==> src/rtl/hwr_pkg.sv <==
// ----------------------------------------------------------------------------
// hwr_pkg: shared definitions for the hue wheel to RGB block
// Field widths, register map, sextant codes and the color lookup function.
// ----------------------------------------------------------------------------
package hwr_pkg;

  // Field widths.
  localparam int HUE_W   = 16;
  localparam int SEG_W   = 14;  // Segment length is at most 65535 / 6 = 10922.
  localparam int LEVEL_W = 8;
  localparam int SEXT_W  = 3;

  // Wheel constants.
  localparam int                 NUM_SEGMENTS     = 6;
  localparam logic [LEVEL_W-1:0] FULL_LEVEL       = 8'hFF;
  localparam logic [HUE_W-1:0]   HUE_PERIOD_RESET = 16'd360;
  localparam logic [SEG_W-1:0]   SEG_RESET        = SEG_W'(360 / NUM_SEGMENTS);

  // Divide by six as a multiply by a reciprocal: floor(x * 43691 / 2^18) is
  // exact for every 16-bit x.
  localparam logic [HUE_W-1:0] SEG_RECIP   = 16'hAAAB;
  localparam int               RECIP_SHIFT = 18;

  // Configuration port.
  localparam int                  APB_ADDR_W     = 2;
  localparam int                  APB_DATA_W     = 32;
  localparam logic [APB_ADDR_W-1:0] REG_HUE_PERIOD = 2'd0;

  // Sextants of the wheel, in order.
  typedef enum logic [SEXT_W-1:0] {
    SEXT_RED     = 3'd0,
    SEXT_YELLOW  = 3'd1,
    SEXT_GREEN   = 3'd2,
    SEXT_CYAN    = 3'd3,
    SEXT_BLUE    = 3'd4,
    SEXT_MAGENTA = 3'd5
  } sextant_t;

  typedef struct packed {
    logic [LEVEL_W-1:0] red;
    logic [LEVEL_W-1:0] green;
    logic [LEVEL_W-1:0] blue;
  } rgb_t;

  // Build the color from the sextant and the rising ramp. An error gives black.
  function automatic rgb_t hwr_color(logic [SEXT_W-1:0] sext, logic err,
                                     logic [LEVEL_W-1:0] t);
    rgb_t               c;
    logic [LEVEL_W-1:0] q;
    q = FULL_LEVEL - t;
    c = '0;
    if (!err) begin
      case (sext)
        SEXT_RED:     begin c.red = FULL_LEVEL; c.green = t; end
        SEXT_YELLOW:  begin c.red = q; c.green = FULL_LEVEL; end
        SEXT_GREEN:   begin c.green = FULL_LEVEL; c.blue = t; end
        SEXT_CYAN:    begin c.green = q; c.blue = FULL_LEVEL; end
        SEXT_BLUE:    begin c.red = t; c.blue = FULL_LEVEL; end
        SEXT_MAGENTA: begin c.red = FULL_LEVEL; c.blue = q; end
        default:      c = '0;
      endcase
    end
    return c;
  endfunction

endpackage

==> src/rtl/hwr_div_cell.sv <==
// ----------------------------------------------------------------------------
// hwr_div_cell: one step of a restoring division chain
// Each cell produces one quotient bit and passes its partial remainder on.
// ----------------------------------------------------------------------------
module hwr_div_cell import hwr_pkg::*; #(
  parameter int RW = SEG_W,  // Remainder and divisor width.
  parameter int NW = HUE_W,  // Width of the combined dividend/quotient word.
  parameter int TW = 1       // Width of the tag carried alongside.
) (
  input  logic          clk,
  input  logic          rst,
  input  logic          in_valid,
  input  logic [RW-1:0] in_rem,
  input  logic [NW-1:0] in_nq,
  input  logic [TW-1:0] in_tag,
  input  logic [RW-1:0] seg,
  input  logic          down_ld,
  output logic          ld,
  output logic          out_valid,
  output logic [RW-1:0] out_rem,
  output logic [NW-1:0] out_nq,
  output logic [TW-1:0] out_tag
);

  logic [RW:0]   trial;
  logic [RW:0]   diff;
  logic          ge;
  logic [RW-1:0] rem_next;
  logic [NW-1:0] nq_next;

  // The cell takes a new request when it is empty or its neighbor moves on.
  assign ld = !out_valid || down_ld;

  // Shift the next dividend bit into the remainder and try to subtract.
  always_comb begin
    trial    = {in_rem, in_nq[NW-1]};
    diff     = trial - {1'b0, seg};
    ge       = trial >= {1'b0, seg};
    rem_next = ge ? diff[RW-1:0] : trial[RW-1:0];
    nq_next  = {in_nq[NW-2:0], ge};
  end

  always_ff @(posedge clk) begin
    if (rst) begin
      out_valid <= 1'b0;
    end else if (ld) begin
      out_valid <= in_valid;
    end
  end

  always_ff @(posedge clk) begin
    if (ld) begin
      out_rem <= rem_next;
      out_nq  <= nq_next;
      out_tag <= in_tag;
    end
  end

endmodule

==> config.mk <==
export PLATFORM = sky130hd
export DESIGN_NAME = hwr_div_cell
export DESIGN_NICKNAME = d
export VERILOG_FILES = /design/src/rtl/hwr_pkg.sv /design/src/rtl/hwr_div_cell.sv
export SDC_FILE = /design/constraint.sdc
export NUM_CORES = 1
export LEC_CHECK = 0
export ABC_AREA = 1
export BUFFER_PORTS_ARGS = -buffer_cell sky130_fd_sc_hd__buf_2
export CAP_MARGIN = 20
export CORE_MARGIN = 4
export CORE_UTILIZATION = 45
export CTS_BUF_LIST = sky130_fd_sc_hd__clkbuf_8
export DETAILED_ROUTE_END_ITERATION = 7
export PLACE_DENSITY_LB_ADDON = 0.2
export SYNTH_ARGS = -nofsm -noshare
export SYNTH_HDL_FRONTEND = slang
export SYNTH_SLANG_ARGS = --single-unit
==> constraint.sdc <==
create_clock -name clk -period 2.8 [get_ports clk]
set_input_delay 0.28 -clock clk [delete_from_list [all_inputs] [get_ports clk]]
set_output_delay 0.28 -clock clk [all_outputs]
set_load 0.01 [all_outputs]
==> summary by stage <==
Worst setup path
The kind of critical path is primary input to register. The capture point of the worst path is out_rem[0]. The slowest stage cell on the critical path is sky130_fd_sc_hd__ha_1. Walking the worst path, the cells encountered are buf_2 -> ha_1 -> nand2_2 -> inv_1 -> nand2_1 -> nand2_2 -> a21oi_4 -> nand3_4 -> nand2_1 -> o21ai_2. The worst register-to-register path ends at out_rem[6]. The endpoint arrival time on the critical path is 1.88 ns. The peak per-stage delay on the critical path is 0.37 ns. STA classifies the critical path startpoint as a primary input. Across all register-to-register paths, the minimum setup slack is 1.32 ns. STA classifies the critical path endpoint as a register. The number of cells on the worst reg-to-reg path is 2. The beginning of the worst register-to-register path is out_valid. The most critical setup path has its startpoint at in_rem[9]. At the worst endpoint, the required time is 2.82 ns.

The maximum fanout encountered on the critical timing path is 23.

Timing
The total count of max-transition violations in the final report is 0. Setup repair after global routing left no endpoint under its margin. The clock period could shrink to 1.86 ns. The slew at the pin with the worst max-slew slack is 0.671 ns. The largest clock skew in the final design is 0.00233 ns. Headroom to the max-slew limit came out at 55.2%. Dividing the final minimum period by the clock period gives 66.5%. The maximum operating frequency is 537 MHz. Setup violations remaining at the end of the flow were counted as 0. The number of failing hold endpoints at the final stage came to 0. Summed over all failing endpoints, the final setup total negative slack is 0 ns.

CTS
After clock tree synthesis, the clock-pin slew on the worst setup and hold paths is 0.06 ns. The clock latency reported for the late side of the worst-skew pair is 0.27 ns. In this run the number of H-tree levels came out at 2.

The clock sink total is 32. The maximum buffer depth of the clock tree is 2. The quantity of gates resized following cts is 0. The hold buffer count at CTS is 0.

The number of clock buffers inserted by TritonCTS is 5. The cell sitting at the root of the clock tree is a sky130_fd_sc_hd__clkbuf_8. The CTS tree is done. The number of post-CTS setup repair buffers is 0.

GRT
Entering global routing, the biggest net connects 24 pins. The overall routing resource usage is 15.7%. The sum of overflow across all layers after global routing is 0.

The via count of the first global-routing pass is 1684. The first global-routing pass estimated 7670 um of wire. The number of antenna violations at the first check in global routing was 0.

Place
The number of input and output port buffers inserted is 81. The final weighted congestion in routability-driven placement is 0.893. The half-perimeter wire length of the detailed placement result is 4150 um.

Detailed routing
Before antenna repair, the detailed router went through 4 iterations. For this block, the routed nets add up to 4800 um of wire. The detailed router placed 1863 vias in this run. After detailed routing, the average wire length per cell comes to 11.6 um. The via count normalized by instance count is 4.51. The final antenna-violating net count is 0.

The DRC marker count from the first detailed-route iteration is 33. The remaining routing DRC violations is 0.

Synth
The number of nets in the synthesized netlist is 324. The number of cells produced by synthesis is 259. A synthesized cell averages 8.80 um2.

The synthesized design contains 32 register bits. Yosys printed 0 warnings. The number of distinct library cells after synthesis is 29. The sequential element share of the synthesized area is 41.7%.

The cell area after synthesis is 2280 um2.

Status
The run finished with clean final reports.

Layout
The number of antenna cells inserted is 0. The layout-stage area growth over the synthesis result is 23.8%. At the end of the flow, the number of nets in the layout was 411. The layout cell share with drive strength beyond 1 is 37.3%.

Die
In this run the vertical extent of the chip is 79.2 um. Pin placement for this block handled 82 I/O pins. The floorplan step defined a die boundary enclosing 6270 um2. The die outline width is 79.2 um.

Row generation in the floorplan step produced 25 rows. The starting utilization of the core area is 47.3%. The total area inside the core boundary comes to 4820 um2.

Power and ir drop
Summed over all cells, the static leakage comes to 0.00153 uW. The areal power density over the cells is 470 nW/um2. The largest voltage drop on the vdd net is 0.208 mV.

After layout, the design draws a total of 1330 uW.

Run
Across the run, the number of max-cap violations was 0.

Hold path
The path class of the tightest hold or removal check is primary input to register.
-- sequential cells by signal (all words and copies together), names as in the netlist --
| signal | count |
|---|---|
| out_tag | 1 |
| out_valid | 1 |
| out_nq | 16 |
| out_rem | 14 |
-- routing by layer --
metal	wire length [um]	vias up	global-route usage [%]
met5	0	-	0
met4	79	0	5.67
met3	257	10	2.83
met2	2360	53	26.5
met1	2110	807	20.0
li1	-	993	-
-- worst min-delay path by stage --
stage / endpoint / slack (ns) / start / depth (start not counted)
finish: out_valid / 0.16 / rst / 2
global route: out_tag / 0.17 / in_tag / 1
CTS: out_valid / 0.15 / rst / 2
detailed placement: out_valid / 0.44 / rst / 2
global placement: out_valid / 0.44 / rst / 2
floorplan: out_valid / 0.35 / rst / 1
-- cell families after synthesis --
group	after synthesis	synth area share (%)
fa+ha+maj	16	9.12
flops	32	41.7
xor+xnor	7	2.69
simple gates	126	29.5
buf+inv	61	11.1
compound gates	17	5.82
-- Yosys cell counts --
cell	n	share of area (%)
sky130_fd_sc_hd__a21o_1	1	0.33
sky130_fd_sc_hd__a21oi_1	6	1.3
sky130_fd_sc_hd__a21oi_2	1	0.38
sky130_fd_sc_hd__a21oi_4	1	0.71
sky130_fd_sc_hd__and2_1	1	0.27
sky130_fd_sc_hd__and2_2	1	0.33
sky130_fd_sc_hd__buf_12	1	0.88
sky130_fd_sc_hd__buf_6	1	0.49
sky130_fd_sc_hd__dfxtp_1	1	0.88
sky130_fd_sc_hd__edfxtp_1	31	41
sky130_fd_sc_hd__fa_1	1	0.88
sky130_fd_sc_hd__ha_1	15	8.2
sky130_fd_sc_hd__inv_1	57	9.4
sky130_fd_sc_hd__inv_2	2	0.33
sky130_fd_sc_hd__nand2_1	66	11
sky130_fd_sc_hd__nand2_2	13	3.6
sky130_fd_sc_hd__nand2_4	4	2.0
sky130_fd_sc_hd__nand3_1	11	2.4
sky130_fd_sc_hd__nand3_2	4	1.8
sky130_fd_sc_hd__nand3_4	1	0.77
sky130_fd_sc_hd__nand3b_1	1	0.33
sky130_fd_sc_hd__nand4_1	9	2.5
sky130_fd_sc_hd__nand4_4	1	0.93
sky130_fd_sc_hd__nor2_1	8	1.3
sky130_fd_sc_hd__nor2_2	2	0.55
sky130_fd_sc_hd__nor2_4	4	2.0
sky130_fd_sc_hd__o21ai_2	8	3.1
sky130_fd_sc_hd__xnor2_1	2	0.77
sky130_fd_sc_hd__xor2_1	5	1.9
-- report_power, final --
group / leakage [uW] / switching, uW / internal (uW)
clock: 0.0000391 / 135 / 163
combinational: 0.00116 / 255 / 166
sequential: 0.000331 / 11.1 / 597
-- final cells by class --
| class | count | area [um2] |
|---|---|---|
| clock inverters | 2 | 7.51 |
| repair buffers | 82 | 413 |
| clock buffers | 5 | 68.8 |
| flip-flops and latches | 32 | 951 |
| multi-input cells | 166 | 1070 |
| inverters | 59 | 221 |
| fillers | 478 | 2000 |
| well taps | 67 | 83.8 |
-- metrics by stage --
stage	instance area, um2	instances	setup WS (ns)	util [%]	hold slack, ns
3_5_place_dp	2740	406	0.652	57.0	0.440
5_1_grt	2820	413	0.793	58.5	0.166
6_report	2820	413	0.938	58.5	0.158
4_1_cts	2820	413	0.944	58.5	0.147
2_1_floorplan	2280	259	1.04	-	0.349
3_3_place_gp	2740	406	0.669	57.0	0.436
-- worst max-delay path, delay by kind of cell --
kind | cells | cell delay [ns]
adder cells (fa/ha/maj) | 1 | 0.37
buffers and inverters | 2 | 0.15
AO/OA/AOI/OAI | 2 | 0.30
AND/OR/NAND/NOR | 5 | 0.76
-- placed cells by master (no fill, tap or decap), types with 4 or more instances in the layout --
master                      n
sky130_fd_sc_hd__nand2_1   66
sky130_fd_sc_hd__clkbuf_8   5
sky130_fd_sc_hd__nand3_2    4
sky130_fd_sc_hd__buf_2     81
sky130_fd_sc_hd__nand2_2   13
sky130_fd_sc_hd__ha_1      15
sky130_fd_sc_hd__xor2_1     5
sky130_fd_sc_hd__nand2_4    4
sky130_fd_sc_hd__o21ai_2    8
sky130_fd_sc_hd__a21oi_1    6
sky130_fd_sc_hd__edfxtp_1  31
sky130_fd_sc_hd__inv_1     57
sky130_fd_sc_hd__nand3_1   11
sky130_fd_sc_hd__nor2_1     8
sky130_fd_sc_hd__nor2_4     4
sky130_fd_sc_hd__nand4_1    9
Power figures use the tool's default switching activity.
