<file path="config.mk">
export PLATFORM = sky130hd
export DESIGN_NAME = hwr_cfg
export DESIGN_NICKNAME = d
export VERILOG_FILES = /design/src/rtl/hwr_pkg.sv /design/src/rtl/hwr_cfg.sv
export SDC_FILE = /design/constraint.sdc
export NUM_CORES = 1
export LEC_CHECK = 0
export BUFFER_PORTS_ARGS = -buffer_cell sky130_fd_sc_hd__buf_4
export CORE_MARGIN = 3
export CORE_UTILIZATION = 40
export CTS_BUF_LIST = sky130_fd_sc_hd__clkbuf_4
export CTS_CLUSTER_DIAMETER = 30
export CTS_CLUSTER_SIZE = 14
export DETAILED_ROUTE_END_ITERATION = 6
export GPL_TIMING_DRIVEN = 0
export PLACE_DENSITY_LB_ADDON = 0.15
export SETUP_SLACK_MARGIN = 0.1
export SLEW_MARGIN = 20
export SYNTH_ARGS = -nofsm -noshare
export SYNTH_HDL_FRONTEND = slang
export SYNTH_SLANG_ARGS = --single-unit
</file>
<file path="constraint.sdc">
create_clock -name clk -period 6 [get_ports clk]
set_clock_uncertainty 0.15 [all_clocks]
set_input_delay 0.3 -clock clk [delete_from_list [all_inputs] [get_ports clk]]
set_output_delay 0.3 -clock clk [all_outputs]
set_load 0.01 [all_outputs]
</file>
<file path="src/rtl/hwr_pkg.sv">
// ----------------------------------------------------------------------------
// hwr_pkg: shared definitions for the hue wheel to RGB block
// Field widths, register map, sextant codes and the color lookup function.
// ----------------------------------------------------------------------------
package hwr_pkg;

  // Field widths.
  localparam int HUE_W   = 16;
  localparam int SEG_W   = 14;  // Segment length is at most 65535 / 6 = 10922.
  localparam int LEVEL_W = 8;
  localparam int SEXT_W  = 3;

  // Wheel constants.
  localparam int                 NUM_SEGMENTS     = 6;
  localparam logic [LEVEL_W-1:0] FULL_LEVEL       = 8'hFF;
  localparam logic [HUE_W-1:0]   HUE_PERIOD_RESET = 16'd360;
  localparam logic [SEG_W-1:0]   SEG_RESET        = SEG_W'(360 / NUM_SEGMENTS);

  // Divide by six as a multiply by a reciprocal: floor(x * 43691 / 2^18) is
  // exact for every 16-bit x.
  localparam logic [HUE_W-1:0] SEG_RECIP   = 16'hAAAB;
  localparam int               RECIP_SHIFT = 18;

  // Configuration port.
  localparam int                  APB_ADDR_W     = 2;
  localparam int                  APB_DATA_W     = 32;
  localparam logic [APB_ADDR_W-1:0] REG_HUE_PERIOD = 2'd0;

  // Sextants of the wheel, in order.
  typedef enum logic [SEXT_W-1:0] {
    SEXT_RED     = 3'd0,
    SEXT_YELLOW  = 3'd1,
    SEXT_GREEN   = 3'd2,
    SEXT_CYAN    = 3'd3,
    SEXT_BLUE    = 3'd4,
    SEXT_MAGENTA = 3'd5
  } sextant_t;

  typedef struct packed {
    logic [LEVEL_W-1:0] red;
    logic [LEVEL_W-1:0] green;
    logic [LEVEL_W-1:0] blue;
  } rgb_t;

  // Build the color from the sextant and the rising ramp. An error gives black.
  function automatic rgb_t hwr_color(logic [SEXT_W-1:0] sext, logic err,
                                     logic [LEVEL_W-1:0] t);
    rgb_t               c;
    logic [LEVEL_W-1:0] q;
    q = FULL_LEVEL - t;
    c = '0;
    if (!err) begin
      case (sext)
        SEXT_RED:     begin c.red = FULL_LEVEL; c.green = t; end
        SEXT_YELLOW:  begin c.red = q; c.green = FULL_LEVEL; end
        SEXT_GREEN:   begin c.green = FULL_LEVEL; c.blue = t; end
        SEXT_CYAN:    begin c.green = q; c.blue = FULL_LEVEL; end
        SEXT_BLUE:    begin c.red = t; c.blue = FULL_LEVEL; end
        SEXT_MAGENTA: begin c.red = FULL_LEVEL; c.blue = q; end
        default:      c = '0;
      endcase
    end
    return c;
  endfunction

endpackage

</file>
<file path="src/rtl/hwr_cfg.sv">
// ----------------------------------------------------------------------------
// hwr_cfg: configuration register file
// Holds the hue period and the derived segment length (period / 6).
// ----------------------------------------------------------------------------
module hwr_cfg import hwr_pkg::*; (
  input  logic                  clk,
  input  logic                  rst,
  input  logic                  psel,
  input  logic                  penable,
  input  logic                  pwrite,
  input  logic [APB_ADDR_W-1:0] paddr,
  input  logic [APB_DATA_W-1:0] pwdata,
  output logic [APB_DATA_W-1:0] prdata,
  output logic                  pready,
  output logic [SEG_W-1:0]      seg
);

  logic [HUE_W-1:0]   hue_period;
  logic               wr_hit;
  logic [2*HUE_W-1:0] seg_prod;

  assign pready = 1'b1;
  assign wr_hit = psel && penable && pwrite && (paddr == REG_HUE_PERIOD);

  // The segment length is taken from the written value at the same edge.
  assign seg_prod = pwdata[HUE_W-1:0] * SEG_RECIP;

  // Register write.
  always_ff @(posedge clk) begin
    if (rst) begin
      hue_period <= HUE_PERIOD_RESET;
      seg        <= SEG_RESET;
    end else if (wr_hit) begin
      hue_period <= pwdata[HUE_W-1:0];
      seg        <= seg_prod[RECIP_SHIFT +: SEG_W];
    end
  end

  // Read back.
  always_comb begin
    prdata = '0;
    if (paddr == REG_HUE_PERIOD) begin
      prdata = {{(APB_DATA_W-HUE_W){1'b0}}, hue_period};
    end
  end

endmodule

</file>
==> flow_metrics.tcl, run 1 <==
set metrics [dict create \
    status "finished with violations" \
    violations "DRC" \
    placementRows 44 \
    dp_slack_ps 17.5 \
    drc 6 \
    cp-startpoint "pwdata[1]" \
    grt_usage_pct 19.7 \
    wl_met1_mm 7.64 \
    finalSetupViolations 0 \
    finalHoldWorstSlack_ps 68.1 \
    hpwl_mm 14.1 \
    dr.max_layer_used "met4" \
    hold_class "in2reg" \
    dp.cells 972 \
    fp.dieW_um 130 \
    final_util_pct 46.7 \
    syn_area_um2 6180 \
    ir_worst_vdd_mv 0.341 \
    met3WireLength_um 615 \
    ys_ff_latch 30 \
    clk_latency_ps 360 \
    rsz0062_at_grt "false" \
    critPathLaunchType "primary input" \
    grt_overflow 0 \
    worstMarginPinSlew_ps 609 \
    ys_warn_count 0 \
    wl_met2_mm 7.25 \
    antenna_cells 0 \
    final.setup.worst_slack_ps 416 \
    routed_wl_mm 16.0 \
    drive_above_1_share_pct 10.3 \
    crit_arrival_ps 5770 \
    fin_tns_setup_ps 0 \
    post_cts_buffers 0 \
    root_buffer "clkbuf_4" \
    cts_buffer_depth 2 \
    dieArea_um2 17000 \
    grt_pass1_vias 5085 \
    ys_async_sr_fraction_pct 0 \
    start_util_pct 41.7 \
    htree_levels 2 \
    num_vias 4881 \
    synth_ff_type "dfxtp_1" \
    layout.cells.non_filler 979 \
    cp-end-kind "register" \
    syn_inst 722 \
    clk_pin_slew_ps 130 \
    grt_max_degree 11 \
    synth-edff-count 0 \
    final.fill_count 1455 \
    hold_viol 0 \
    dr.pass1.iters 7 \
    portBuffers 51 \
    area_growth_pct 12.0 \
    tritoncts "done" \
    ant_nets 0 \
    ff2ff_setup_slack_ps 5110 \
    fmax_mhz 179 \
    initialDrtViolationCount 257 \
    critPathRequiredTime_ps 6180 \
    grt_first_pass_wirelength_mm 26.0 \
    slew_headroom_pct 59.4 \
    layout.nets 1040 \
    reg2reg_from "seg[10]$_SDFFE_PP0P_" \
    fin_crit_sh_pct 93.1 \
    core_area_um2 14800 \
    cts_buffers 5 \
    viasPerCell 4.99 \
    hold_buffers 0 \
    gp_congestion 0.965 \
    drv_slew 0 \
    critPathMaxFanout 8 \
    boundaryPins 86 \
    cts_num_sinks 30 \
    cts_resized 0 \
    antenna_found_initial 0 \
    die_y_um 130 \
    cap_viol_max_count 0 \
    seq_area_frac_synth_pct 9.71 \
    cp-endpoint "seg[10]$_SDFFE_PP0P_" \
    p_leak_uw 0.00375 \
    r2r_end "seg[10]$_SDFFE_PP0P_" \
    power.density_nw_per_um2 544 \
    syn_area_per_cell_um2 8.56 \
    post-route-min-period_ps 5580 \
    ys_types 49 \
    worstRegToRegCells 2 \
    wire_per_inst_um 16.3 \
    worstSetupPathType "in2reg" \
]
per-layer routing:
metal	vias to the layer above	global-route usage, %
li1	2433	-
met1	2286	27.3
met2	130	31.9
met3	32	2.70
met4	0	6.05
met5	-	0
where the power goes:
part           total [µW]  leakage, µW  internal, µW  switching (µW)
clock network         169    0.0000387          84.2            84.3
registers             214     0.000243           209            5.03
logic                3380      0.00347          1240            2140
worst min path at each step:
stage                          startpoint                     endpoint  slack (ps)  cells after the start
6_report                       pwdata[10]  hue_period[10]$_SDFFE_PP0P_          70                      3
5_1_grt                        pwdata[10]  hue_period[10]$_SDFFE_PP0P_          70                      3
4_1_cts                        pwdata[13]  hue_period[13]$_SDFFE_PP0P_          60                      3
3_5_place_dp   hue_period[1]$_SDFFE_PP0P_   hue_period[1]$_SDFFE_PP0P_         290                      2
3_3_place_gp   hue_period[0]$_SDFFE_PP0P_   hue_period[0]$_SDFFE_PP0P_         290                      2
2_1_floorplan                   pwdata[3]   hue_period[3]$_SDFFE_PP1P_         270                      2
kinds of logic after synthesis:
family / share of synthesized area [%]
other: 0.121
flip-flops: 9.71
buffers and inverters: 13.9
AO/OA/AOI/OAI: 11.2
XOR/XNOR: 2.69
AND/OR/NAND/NOR: 11.4
adder cells (fa/ha/maj): 51.0
flip-flops by register name, indices dropped and copies added, names as in the netlist:
name,count
hue_period,16
seg,14
cell usage after synthesis, drive strengths merged (3+ instances only):
| cell type | count | share of area [%] |
|---|---|---|
| and3 | 5 | 0.51 |
| xnor2 | 4 | 0.57 |
| a21o | 7 | 0.85 |
| nand3b | 7 | 0.85 |
| nand4 | 8 | 0.91 |
| inv | 178 | 11 |
| ha | 129 | 26 |
| clkbuf | 8 | 0.49 |
| and2 | 18 | 1.8 |
| dfxtp | 30 | 9.7 |
| xor2 | 15 | 2.1 |
| a211oi | 5 | 0.61 |
| a21oi | 47 | 3.8 |
| a31oi | 3 | 0.30 |
| o21a | 3 | 0.36 |
| nor2 | 16 | 0.97 |
| nand2 | 61 | 3.7 |
| o21ai | 30 | 2.4 |
| buf | 22 | 2.6 |
| nor3 | 5 | 0.40 |
| nand2b | 3 | 0.30 |
| nand3 | 10 | 0.81 |
| fa | 77 | 25 |
cell type report:
type | instances | area, µm² | area share, %
tap | 184 | 230 | 3.33
timing repair buffer | 51 | 383 | 5.53
sequential | 30 | 601 | 8.68
multi-input combinational | 499 | 4780 | 69.0
inverter | 178 | 668 | 9.65
clock inverter | 2 | 33.8 | 0.488
clock buffer | 5 | 37.5 | 0.542
buffer | 30 | 191 | 2.77
metrics by stage:
step	area, µm²	total power [µW]
final	6920	3760
after global routing	6920	4200
after CTS	6920	3740
after detailed placement	6850	3540
after global placement	6850	3510
after floorplan	6240	2660
cells in the final DEF (no fill, tap or decap), drive strengths merged, types with 2 or more instances in the layout:
| master | netlist | layout |
|---|---|---|
| nand3b | 7 | 7 |
| xnor2 | 4 | 4 |
| and3 | 5 | 5 |
| buf | 22 | 73 |
| or4 | 2 | 2 |
| nand2b | 3 | 3 |
| nor2b | 2 | 2 |
| and2 | 18 | 18 |
| and4 | 2 | 2 |
| xor2 | 15 | 15 |
| dfxtp | 30 | 30 |
| o311ai | 2 | 2 |
| o21ai | 30 | 30 |
| a211oi | 5 | 5 |
| nor4 | 2 | 2 |
| nor2 | 16 | 16 |
| nand3 | 10 | 10 |
| a21oi | 47 | 47 |
| nor3 | 5 | 5 |
| o21a | 3 | 3 |
| o22ai | 2 | 2 |
| clkbuf | 8 | 13 |
| a31oi | 3 | 3 |
| a41oi | 2 | 2 |
| nand4 | 8 | 8 |
| ha | 129 | 129 |
| nand2 | 61 | 61 |
| a21o | 7 | 7 |
| conb | 2 | 17 |
| a221oi | 2 | 2 |
| fa | 77 | 77 |
| inv | 178 | 178 |
critical path, cell delays in order:
cell and delay [ps]:
buf_4 150, ha_1 370, xor2_1 330, ha_1 210, a21oi_1 70, fa_1 580, inv_1 60, fa_1 510
fa_1 540, inv_1 50, fa_1 530, inv_1 40, ha_1 360, nand4_2 160, or4_1 540, a31oi_1 280
nor2_1 170, or4_1 420, nand3_1 100
Note: power is estimated with default switching activity, not from simulation.
==> inputs of run 2 (changes only) <==
ABC_AREA = 1   (was default)
MAX_ROUTING_LAYER = met4   (was default)
==> flow_metrics.tcl, run 2 <==
set metrics [dict create \
    routed_wl_mm 16.5 \
    antenna_found_initial 0 \
    area_growth_pct 11.7 \
    ys_async_sr_fraction_pct 0 \
    rsz0062_at_grt "false" \
    die_y_um 134 \
    fin_crit_sh_pct 83.9 \
    cts_buffers 5 \
    crit_slowest_cell "fa_1" \
    portBuffers 52 \
    dp.cells 1179 \
    synth_top_cell_area_share_pct 24.5 \
    gp_congestion 0.910 \
    yosys.cell_count.top_type "inv_1" \
    slew_headroom_pct 56.9 \
    ant_nets 0 \
    cts_buffer_depth 2 \
    hold_path_end "seg[13]$_SDFFE_PP0P_" \
    num_vias 5290 \
    drv_slew 0 \
    critPathRequiredTime_ps 6120 \
    reg_top3 "hue_period: 16 flops, seg: 14 flops" \
    layout.nets 1215 \
    synth_common_cells "257 x inv_1, 153 x nand2_1, 129 x ha_1, 77 x fa_1, 76 x nor2_1" \
    whs_path_depth 4 \
    root_buffer "clkbuf_4" \
    grt_max_degree 11 \
    p_total_uw 3720 \
    fp.dieW_um 134 \
    ff2ff_setup_slack_ps 5170 \
    reg2reg_from "seg[1]$_SDFFE_PP0P_" \
    hold_viol 0 \
    cp-end-kind "register" \
    post_cts_buffers 0 \
    drc 0 \
    min_from "rst" \
    synth_ff_type "dfxtp_1" \
    final.fill_count 1708 \
    syn_area_per_cell_um2 7.36 \
    critPathMaxStageDelay_ps 560 \
    p_leak_uw 0.00436 \
    yosysTopAreaCell "ha_1" \
    drive_above_1_share_pct 9.06 \
    dieArea_um2 18100 \
    ir_worst_vdd_mv 0.238 \
    crit_arrival_ps 5150 \
    mostFrequentLayoutCell "inv_1" \
    finalSetupViolations 0 \
    htree_levels 2 \
    hpwl_mm 14.8 \
    grt_first_pass_wirelength_mm 26.8 \
    ys_warn_count 0 \
    worstSetupPathType "in2reg" \
    grt_usage_pct 19.5 \
    crit_chain "buf_4 > ha_1 > xor2_1 > ha_1 > a21oi_1 > fa_1 > inv_1 > fa_1 > fa_1 > inv_1 > fa_1 > inv_1 > ha_1 > a21oi_1 > nand2_1 > a21oi_1 > nor2_1 > nor2_1 > nand2_1 > nand2_1 > nand3_1 > nand2_1 > inv_1" \
    fin_tns_setup_ps 0 \
    cap_viol_max_count 0 \
    layout_common_cells "257 x inv_1, 153 x nand2_1, 129 x ha_1" \
    r2r_end "seg[1]$_SDFFE_PP0P_" \
    synth-edff-count 0 \
    clk_latency_ps 350 \
    critPathLaunchType "primary input" \
    post-route-min-period_ps 5030 \
    boundaryPins 86 \
    viasPerCell 4.46 \
    worstMarginPinSlew_ps 646 \
    ys_ff_latch 30 \
    initialDrtViolationCount 194 \
    seq_area_frac_synth_pct 9.10 \
    fmax_mhz 199 \
    grt_pass1_vias 5313 \
    dr.pass1.iters 4 \
    tritoncts "done" \
    start_util_pct 41.2 \
    placementRows 46 \
    critPathMaxFanout 8 \
    layout.cells.non_filler 1187 \
    syn_area_um2 6600 \
    status "finished, final reports clean" \
    core_area_um2 16000 \
    power.density_nw_per_um2 505 \
    hold_buffers 0 \
    antenna_cells 0 \
    hold_class "in2reg" \
    cts_num_sinks 30 \
    grt_overflow 0 \
    ys_types 30 \
    clk_pin_slew_ps 110 \
    synth.area.top_cells "ha_1 24%, fa_1 23%, inv_1 15%" \
    largest_reg_flops 16 \
    syn_inst 896 \
    cts_resized 0 \
    wire_per_inst_um 13.9 \
    regMostFlops "hue_period" \
    worstRegToRegCells 4 \
]
-- run 2: area by class of cell --
class,count,area [µm²],area share (%)
Sequential cell,30,601,8.15
Timing Repair Buffer,52,390,5.30
Tap cell,216,270,3.67
Clock inverter,2,8.76,0.119
Buffer,26,174,2.36
Clock buffer,6,45.0,0.611
Multi-Input combinational cell,598,4910,66.7
Inverter,257,965,13.1
-- run 2: worst max-delay path by stage --
stage / start / end / cells after the start
6_report: pwdata[1] / seg[9]$_SDFFE_PP0P_ / 23
5_1_grt: pwdata[1] / seg[9]$_SDFFE_PP0P_ / 23
4_1_cts: pwdata[1] / seg[9]$_SDFFE_PP0P_ / 23
3_5_place_dp: pwdata[1] / seg[9]$_SDFFE_PP0P_ / 23
3_3_place_gp: pwdata[1] / seg[9]$_SDFFE_PP0P_ / 23
2_1_floorplan: pwdata[3] / seg[9]$_SDFFE_PP0P_ / 22
-- run 2: cell families (layout without fill, tap and decap cells) --
group	count (synthesis)	after routing	share of synthesized area (%)
compound gates	88	88	7.24
xor+xnor	8	8	1.06
fa+ha+maj	206	206	47.8
buf+inv	283	343	17.3
flops	30	30	9.10
other cells	2	17	0.114
simple gates	279	279	17.4
-- run 2: worst max-delay path: cells and delay by family --
family	cells	cell delay, ps
adder cells (fa/ha/maj)	7	3010
buffers and inverters	5	330
XOR/XNOR	1	340
AO/OA/AOI/OAI	3	500
AND/OR/NAND/NOR	7	660
-- run 2: metrics by stage --
step           hold slack, ps  cell area, µm²  setup WS, ps  utilization [%]
3_3_place_gp              291            7310           584             45.7
5_1_grt                   115            7370           699             46.1
3_5_place_dp              295            7310           615             45.7
2_1_floorplan             279            6650          1270                -
6_report                 90.3            7370           968             46.1
4_1_cts                  86.2            7370           976             46.1
-- run 2: where the power goes --
group	internal [µW]	switching [µW]	leakage [µW]
logic	1220	2170	0.00409
registers	204	1.73	0.000243
clock network	48.5	79.7	0.0000331
total	1470	2250	0.00436
-- run 2: routing by layer --
metal  track usage [%]  vias to the layer above  wire length [µm]
met5                 -                        -                 0
met4              4.41                        0               346
met3              2.29                       21               731
met2              32.5                       89              7660
met1              25.6                     2358              7760
li1                  -                     2822                 -
==> inputs of run 3 (changes only) <==
clock period = 4.5 ns   (was 6 ns; I/O delays follow)
==> flow_metrics.tcl, run 3 (synthesis gave the netlist of run 2 again) <==
set metrics [dict create \
    num_vias 5378 \
    placementRows 46 \
    crit_chain "buf_12 > ha_4 > xor2_2 > ha_2 > inv_2 > fa_1 > inv_2 > fa_1 > fa_1 > inv_1 > fa_1 > inv_2 > ha_4 > nand2_4 > buf_4 > nor2_2 > nand2_1 > nor2_1 > nand2_1 > nand3_1 > nand3_1 > nand2_1 > inv_1" \
    post-route-min-period_ps 4390 \
    fmax_mhz 228 \
    worstMarginPinSlew_ps 731 \
    grt_pass1_vias 5385 \
    crit_arrival_ps 4530 \
    finalHoldWorstSlack_ps 16.2 \
    finalSetupViolations 0 \
    cts_buffer_depth 2 \
    antenna_found_initial 1 \
    timing.critical_path.mode_cell "fa_1" \
    core_area_um2 16000 \
    ant_nets 0 \
    cts_buffers 5 \
    worstSetupPathType "in2reg" \
    hpwl_mm 14.6 \
    initialDrtViolationCount 211 \
    critPathRequiredTime_ps 4630 \
    fin_area_um2 8160 \
    gp_congestion 0.890 \
    reg_top3 "hue_period: 16 flops, seg: 14 flops" \
    die_y_um 134 \
    cap_viol_max_count 0 \
    drc 0 \
    drv_slew 0 \
    root_buffer "clkbuf_4" \
    grt_first_pass_wirelength_mm 27.6 \
    dr.pass1.iters 4 \
    fin_crit_sh_pct 97.6 \
    htree_levels 2 \
    final.fill_count 1658 \
    rsz0062_at_grt "true" \
    clk_latency_ps 360 \
    critPathLaunchType "primary input" \
    dieArea_um2 18100 \
    start_util_pct 41.2 \
    regMostFlops "hue_period" \
    crit_slowest_cell "fa_1" \
    grt_overflow 0 \
    layout_common_cells "245 x inv_1, 135 x nand2_1, 97 x ha_1" \
    portBuffers 52 \
    hold_viol 0 \
    boundaryPins 86 \
    hold_class "in2reg" \
    critPathMaxFanout 5 \
    placed_cell_area_um2 7440 \
    routed_wl_mm 17.0 \
    largest_reg_flops 16 \
    cp-end-kind "register" \
    wire_per_inst_um 14.1 \
    viasPerCell 4.47 \
    cp.buffers_inverters 7 \
    layout.nets 1233 \
    drive_above_1_share_pct 19.9 \
    critical_path.top_delay_family "adder cells" \
    slew_headroom_pct 51.2 \
    mostFrequentLayoutCell "inv_1" \
    fp.dieW_um 134 \
    grt_usage_pct 20.2 \
    cts_num_sinks 30 \
    final.setup.worst_slack_ps 106 \
    critPathMaxStageDelay_ps 540 \
    grt_max_degree 11 \
    area_growth_pct 23.6 \
    clk_pin_slew_ps 100 \
    tritoncts "done" \
    status "finished, final reports clean" \
    dp_slack_ps -556 \
]
-- run 3: final cells by class --
cell class | count | area [µm²] | share of cell area, %
Multi-Input combinational cell | 598 | 5520 | 67.7
Inverter | 257 | 967 | 11.9
Sequential cell | 30 | 601 | 7.36
Timing Repair Buffer | 70 | 582 | 7.13
Tap cell | 216 | 270 | 3.31
Buffer | 26 | 174 | 2.13
Clock buffer | 5 | 37.5 | 0.460
Clock inverter | 1 | 3.75 | 0.0460
Antenna cell | 1 | 2.50 | 0.0307
-- run 3: what timing repair did --
item	4_1_cts	5_1_grt
buffers inserted	10	7
hold buffers	1	0
pin swaps	30	30
setup endpoints to repair	14	14
resized for setup	55	61
hold endpoints to repair	1	0
-- run 3: through the flow --
stage,TNS [ps],instances,util [%]
floorplan,0,911,-
global placement,-6600,1179,46.5
detailed placement,-6460,1179,46.5
CTS,0,1196,49.1
global route,-309,1204,51.0
finish,0,1204,51.0
-- run 3: path summary, 6_finish.rpt --
kind                            cells after the start  slack, ps                     endpoint                   startpoint
worst max-delay path                               23        110          seg[9]$_SDFFE_PP0P_                    pwdata[4]
worst min-delay path                                3         20   hue_period[3]$_SDFFE_PP1P_                    pwdata[3]
worst min register to register                      2        300  hue_period[11]$_SDFFE_PP0P_  hue_period[11]$_SDFFE_PP0P_
worst max register to register                      4       3680          seg[0]$_SDFFE_PP0P_          seg[0]$_SDFFE_PP0P_
-- run 3: tightest hold or removal path: stages --
cell and delay [ps]:
buf_6 130, nand2_1 70, o211ai_1 70
-- run 3: routing by layer --
metal / wire length [µm] / track usage [%]
met2: 8030 / 32.8
met1: 8060 / 26.9
met3: 653 / 2.81
met4: 244 / 4.69
met5: 0 / -
Power of run 3 is left out: the tool's default activity adds up to more than one toggle a clock period on the data nets, which glitch-free logic cannot reach.
